<file path="src/hw/rtl/tssm_pkg.sv">
// Shared types and constants for the three-stacks-in-one-memory block.
package tssm_pkg;

    localparam int NUM_STACKS = 3;
    localparam int MAX_DEPTH  = 256;
    localparam int DATA_W     = 32;
    localparam int CNT_W      = $clog2(MAX_DEPTH + 1);
    localparam int IDX_W      = (MAX_DEPTH > 1) ? $clog2(MAX_DEPTH) : 1;
    localparam int MEM_DEPTH  = NUM_STACKS * MAX_DEPTH;
    localparam int ADDR_W     = $clog2(MEM_DEPTH);
    localparam int MODE_W     = 2;
    localparam int SEL_W      = 2;
    localparam int IN_TDATA_W  = 40;
    localparam int OUT_TDATA_W = 40;

    localparam logic [MODE_W-1:0] MODE_PUSH = 2'd0;
    localparam logic [MODE_W-1:0] MODE_POP  = 2'd1;

    typedef enum logic [1:0] {
        ST_IDLE,
        ST_EXEC,
        ST_READ,
        ST_OUT
    } state_t;

    typedef struct packed {
        logic latch_in;
        logic exec;
        logic load_rdata;
    } cmd_t;

    typedef struct packed {
        logic needs_read;
    } status_t;

endpackage

</file>
<file path="src/hw/rtl/tssm_ctrl.sv">
// Controller state machine that sequences one stack operation at a time.
module tssm_ctrl (
    input  logic              clk,
    input  logic              rst_n,
    input  logic              s_tvalid,
    output logic              s_tready,
    output logic              m_tvalid,
    input  logic              m_tready,
    output tssm_pkg::cmd_t    cmd,
    input  tssm_pkg::status_t status
);
    import tssm_pkg::*;

    state_t state_reg;
    state_t state_next;

    always_ff @(posedge clk or negedge rst_n)
    begin
        if (!rst_n)
        begin
            state_reg <= ST_IDLE;
        end
        else
        begin
            state_reg <= state_next;
        end
    end

    always_comb
    begin
        state_next = state_reg;
        case (state_reg)
            ST_IDLE:
            begin
                if (s_tvalid)
                begin
                    state_next = ST_EXEC;
                end
            end
            ST_EXEC:
            begin
                state_next = status.needs_read ? ST_READ : ST_OUT;
            end
            ST_READ:
            begin
                state_next = ST_OUT;
            end
            ST_OUT:
            begin
                if (m_tready)
                begin
                    state_next = ST_IDLE;
                end
            end
            default:
            begin
                state_next = ST_IDLE;
            end
        endcase
    end

    always_comb
    begin
        s_tready       = 1'b0;
        m_tvalid       = 1'b0;
        cmd.latch_in   = 1'b0;
        cmd.exec       = 1'b0;
        cmd.load_rdata = 1'b0;
        case (state_reg)
            ST_IDLE:
            begin
                s_tready     = 1'b1;
                cmd.latch_in = s_tvalid;
            end
            ST_EXEC:
            begin
                cmd.exec = 1'b1;
            end
            ST_READ:
            begin
                cmd.load_rdata = 1'b1;
            end
            ST_OUT:
            begin
                m_tvalid = 1'b1;
            end
            default:
            begin
                s_tready = 1'b0;
            end
        endcase
    end

    // An accepted item is always executed in the very next cycle.
    assert property (@(posedge clk) disable iff (!rst_n)
        (s_tvalid && s_tready) |=> (state_reg == ST_EXEC))
        else $error("accepted item was not executed next cycle");

    // The read wait state is entered only when execution asked for memory data.
    assert property (@(posedge clk) disable iff (!rst_n)
        (state_reg == ST_EXEC && !status.needs_read) |=> (state_reg == ST_OUT))
        else $error("read wait entered without a memory read");

    // A result is held until the consumer takes it.
    assert property (@(posedge clk) disable iff (!rst_n)
        (m_tvalid && !m_tready) |=> m_tvalid)
        else $error("result dropped before transfer");

endmodule

</file>
<file path="config.mk">
export PLATFORM = sky130hd
export DESIGN_NAME = tssm_ctrl
export DESIGN_NICKNAME = d
export VERILOG_FILES = /design/src/hw/rtl/tssm_pkg.sv /design/src/hw/rtl/tssm_ctrl.sv
export SDC_FILE = /design/constraint.sdc
export NUM_CORES = 1
export LEC_CHECK = 0
export BUFFER_PORTS_ARGS = -buffer_cell sky130_fd_sc_hd__buf_2
export CORE_AREA = 8 8 45 47
export CTS_CLUSTER_DIAMETER = 80
export DETAILED_ROUTE_END_ITERATION = 6
export DIE_AREA = 0 0 53 55
export MAX_ROUTING_LAYER = met4
export PLACE_DENSITY = 0.3
export SLEW_MARGIN = 20
export SYNTH_ARGS = -nofsm -noshare
export SYNTH_HDL_FRONTEND = slang
export SYNTH_SLANG_ARGS = --single-unit
</file>
<file path="constraint.sdc">
create_clock -name clk -period 1.8 [get_ports clk]
set_input_delay 0.09 -clock clk [delete_from_list [all_inputs] [get_ports clk]]
set_output_delay 0.09 -clock clk [all_outputs]
set_load 0.05 [all_outputs]
</file>
==> out/results.ini, run 1 <==
[status]
status = completed

[floorplan]
num_io_pins = 10
die_w_um = 53
row_count = 14
core_um2 = 1380
die_area_um2 = 2920
initial_core_util_pct = 12.9
die_y_um = 55

[sta]
final-hold-violation-count = 0
max_clock_freq_mhz = 688
fin_setup_tns_ns = 0
worst_pin_slew_ns = 0.253
grt_setup_unrepaired = false
finalSetupViolations = 0
slew_violations = 0
layout_min_cycle_time_ns = 1.45
finalClockSkew_ns = 0.000979
period_share_pct = 80.7
max_slew_margin_pct = 83.2

[final_layout]
area_growth_pct = 54.5
largest_reg_flops = 2
fin_util_pct = 20.0
drive_above_1_share_pct = 46.7
nNetsFinal = 41
fill_cells = 160
antenna_cells = 0
instances_no_fill = 46

[global_route]
grt_first_pass_wirelength_um = 828
grt_usage_pct = 4.17
antenna_found_initial = 0
grt-ovfl-total = 0
grt_pass1_vias = 197
grt_max_degree = 6

[logic_synthesis]
synth-main-ff-cell = dfrtp_1
yosysWarnings = 0
muxShareOfSynthArea_pct = 8.39
synthAdderAreaFrac_pct = 28.0
synth_most_common_cell = ha_1
synth_simple_gate_area_share_pct = 16.8
ys_ff_latch = 2
avgSynthCellArea_um2 = 10.5
synth.top_cell.area_share_pct = 28.0
synth-compound-area-share_pct = 12.6
syn-num-nets = 26
netlist_area_um2 = 179
postSynthCellCount = 17
ys_seq_area_share_pct = 28.0
synth.distinct_cells = 10
synth_edf_count = 0
synth_top_family_by_area = adder cells
async_flop_share_pct = 100
synth_area_leaders = dfrtp_1 (28%), ha_1 (28%), mux2_4 (8.4%)
synth_common_cells = ha_1 (4), inv_1 (3), dfrtp_1 (2), o31ai_1 (2)
yosys.area.top_type = dfrtp_1
synthXorXnorAreaFrac_pct = 0

[route]
wl_um = 430
wire_per_inst_um = 9.35
antenna_left = 0
drt_iter0_markers = 0
avgViaCountPerCell = 3.37
drc = 0
vias = 155
drt_first_pass_iters = 1

[clock_tree]
cts_tree = built
cts_htree_levels = 1
clock_latency_ns = 0.22
cts_max_path_buffers = 2
clk_pin_slew_ns = 0.03
clock-sinks = 2
cts_root_buf = clkbuf_4
cts_inserted_buffers = 3

[placed_design]
io_buffers = 9
dp.cells = 42
place_congestion = 0.651

[critical_path]
worstPathMaxFanout = 5
critPathRequiredTime_ns = 1.71
crit_type = reg2out
end_kind = output pin
start_kind = flop
reg2reg_slack_ns = 0.44
arrival_ns = 1.36

[job]
maxCapViolCount = 0

[hold_path]
hold_path_class = in2async

[per-stage QoR]
stage          hold slack (ns)  area [µm²]  worst slack [ns]
2_1_floorplan           -0.206         179             0.164
3_3_place_gp            -0.125         244             0.428
3_5_place_dp            -0.124         244             0.421
4_1_cts                  0.180         277             0.319
5_1_grt                  0.202         277             0.212
6_report                 0.185         277             0.347
[layout make-up]
type / count / area [µm²] / area share [%]
multi-input cells: 12 / 118 / 42.5
inverters: 3 / 11.3 / 4.07
repair buffers: 10 / 55.1 / 19.9
clock buffers: 3 / 22.5 / 8.14
well taps: 16 / 20.0 / 7.24
flip-flops and latches: 2 / 50.0 / 18.1
[what timing repair did]
item,in CTS,in global routing
gates resized for setup,0,0
setup buffers,0,0
hold buffers,1,0
endpoints found under the hold margin,2,0
[routing by layer]
layer	routed length [µm]	part of all wire (%)	GRT usage, %
met1	186	43	4.10
met4	0	0	5.17
met3	24	5.6	1.07
met5	0	0	-
met2	218	51	6.05
[cell families (layout without fill, tap and decap cells)]
kind of cell | Yosys count | in the layout
buffers and inverters | 3 | 16
AO/OA/AOI/OAI | 3 | 3
adder cells (fa/ha/maj) | 4 | 4
multiplexers | 1 | 1
AND/OR/NAND/NOR | 4 | 4
flip-flops | 2 | 2
[layout by cell type (no fill, tap or decap), types with 2 or more instances in the layout]
cell and instances:
dfrtp_1 2, o31ai_1 2, clkbuf_4 3, buf_2 9
inv_1 3, ha_1 4
[path summary, 6_finish.rpt]
path,start,endpoint,depth (start not counted)
worst max-delay path,state_reg[0],cmd[2],4
worst min-delay path,rst_n,state_reg[1],2
worst max register to register,state_reg[0],state_reg[1],4
worst min register to register,state_reg[0],state_reg[0],1
max in group asynchronous,rst_n,state_reg[0],2
min in group clk,status,state_reg[0],4
[critical path: stages, from the launching register on]
cell and delay [ns]:
dfrtp_1 0.42, inv_1 0.10, ha_1 0.23, and2_1 0.14, buf_2 0.25
Power of run 1 is left out: the tool's default activity adds up to more than one toggle a clock period on the data nets, which glitch-free logic cannot reach.
==> inputs of run 2 (changes only) <==
clock period = 1.5 ns   (was 1.8 ns; I/O delays follow)
==> out/results.ini, run 2 (synthesis gave the netlist of run 1 again) <==
[status]
status = completed

[global_route]
grt_pass1_vias = 190  ; -3.6%
antenna_found_initial = 0  ; unchanged
grt_max_degree = 6  ; unchanged
grt-ovfl-total = 0  ; unchanged
grt_usage_pct = 3.60  ; -0.57 points
grt_first_pass_wirelength_um = 724  ; -13%

[route]
avgViaCountPerCell = 3.48  ; +3.2%
drt_iter0_markers = 0  ; unchanged
vias = 160  ; +3.2%
wl_um = 435  ; +1.2%
drc = 0  ; unchanged
drt_first_pass_iters = 1  ; unchanged
wire_per_inst_um = 9.46  ; +1.2%
antenna_left = 0  ; unchanged

[placed_design]
dp_hpwl_um = 376
io_buffers = 9  ; unchanged
placement.setup.worst_slack_ns = 0.153  ; -0.267 ns
place_congestion = 0.628  ; -3.6%

[critical_path]
arrival_ns = 1.31  ; -0.05 ns
start_kind = flop
critPathLaunch = state_reg[0]
reg2reg_slack_ns = 0.16  ; -0.28 ns
crit_type = reg2out
timing.rr.start = state_reg[0]
worst-r2r-cell-count = 4  ; unchanged
worstPathMaxFanout = 5  ; unchanged
end_kind = output pin
critPathRequiredTime_ns = 1.42  ; -0.29 ns
r2r_end = state_reg[1]

[clock_tree]
cts_inserted_buffers = 3  ; unchanged
clock_latency_ns = 0.22  ; about the same
clock-sinks = 2  ; unchanged
cts_htree_levels = 1  ; unchanged
cts_max_path_buffers = 2  ; unchanged
clk_pin_slew_ns = 0.03  ; about the same
cts_tree = built
cts_root_buf = clkbuf_4
postCtsSetupRepairBufs = 0  ; unchanged

[sta]
fin_setup_tns_ns = 0  ; unchanged
period_share_pct = 92.2
finalWorstSetupSlack_ns = 0.118  ; -0.230 ns
final-hold-violation-count = 0  ; unchanged
slew_violations = 0  ; unchanged
finalSetupViolations = 0  ; unchanged
worst_pin_slew_ns = 0.252  ; -0.000793 ns
grt_setup_unrepaired = false
max_slew_margin_pct = 83.3  ; about the same
max_clock_freq_mhz = 723
finalClockSkew_ns = 0.00319  ; +0.00221 ns
layout_min_cycle_time_ns = 1.38

[floorplan]
row_count = 14  ; unchanged
num_io_pins = 10  ; unchanged
core_um2 = 1380  ; unchanged
initial_core_util_pct = 12.9  ; unchanged
die_w_um = 53  ; unchanged
die_area_um2 = 2920  ; unchanged
die_y_um = 55  ; unchanged

[final_layout]
largest_reg_flops = 2  ; unchanged
final_common_cell = buf_2
nNetsFinal = 41  ; unchanged
final_cell_mix = buf_2 (8), clkbuf_4 (4), inv_1 (3)
area_growth_pct = 58.7
drive_above_1_share_pct = 53.3  ; +6.7 points
antenna_cells = 0  ; unchanged
fill_cells = 163  ; +1.9%

[hold_path]
hold_path_class = in2async

[job]
maxCapViolCount = 0  ; unchanged

run 2: cell types whose count changed in the layout (fill, tap and decap cells not counted):
cell      delta
clkbuf_4     +1
ha_2         +2
buf_2        -1
ha_1         -2
run 2: worst max path at each step:
stage                   end  slack [ns]
3_3_place_gp   state_reg[1]        0.16
4_1_cts              cmd[2]        0.06
3_5_place_dp   state_reg[1]        0.15
5_1_grt              cmd[2]        0.03
6_report             cmd[2]        0.12
2_1_floorplan  state_reg[1]        0.03
run 2: critical path, cell delays in order (launching register included):
cell      delay, ns
dfrtp_1        0.42
inv_1          0.11
ha_2           0.22
and2_1         0.12
clkbuf_4       0.22
run 2: timing repair:
action	4_1_cts	5_1_grt
endpoints found under the setup margin	0	1
hold endpoints to repair	2	0
resized for setup	0	1
hold buffers	1	0
run 2: through the flow:
| stage | instances | instance area (µm²) | hold WS, ns | utilization (%) |
|---|---|---|---|---|
| floorplan | 17 | 184 | -0.221 | - |
| CTS | 46 | 282 | 0.169 | 20.3 |
| global placement | 42 | 249 | -0.140 | 18.0 |
| finish | 46 | 284 | 0.169 | 20.5 |
| detailed placement | 42 | 249 | -0.137 | 18.0 |
| global route | 46 | 284 | 0.178 | 20.5 |
run 2: layer usage:
metal / vias to the layer above / global-route usage [%] / wire length (µm)
met1: 72 / 3.94 / 226
li1: 81 / - / -
met2: 7 / 4.88 / 193
met3: 0 / 1.87 / 15
met4: 0 / 2.59 / 0
met5: - / - / 0
run 2: area by class of cell:
cell class,count,area (µm²),area share (%)
clock buffers,3,22.5,7.93
multi-input cells,12,123,43.2
well taps,16,20.0,7.05
repair buffers,10,57.6,20.3
flip-flops and latches,2,50.0,17.6
inverters,3,11.3,3.96
Power of run 2 is left out for the same reason.
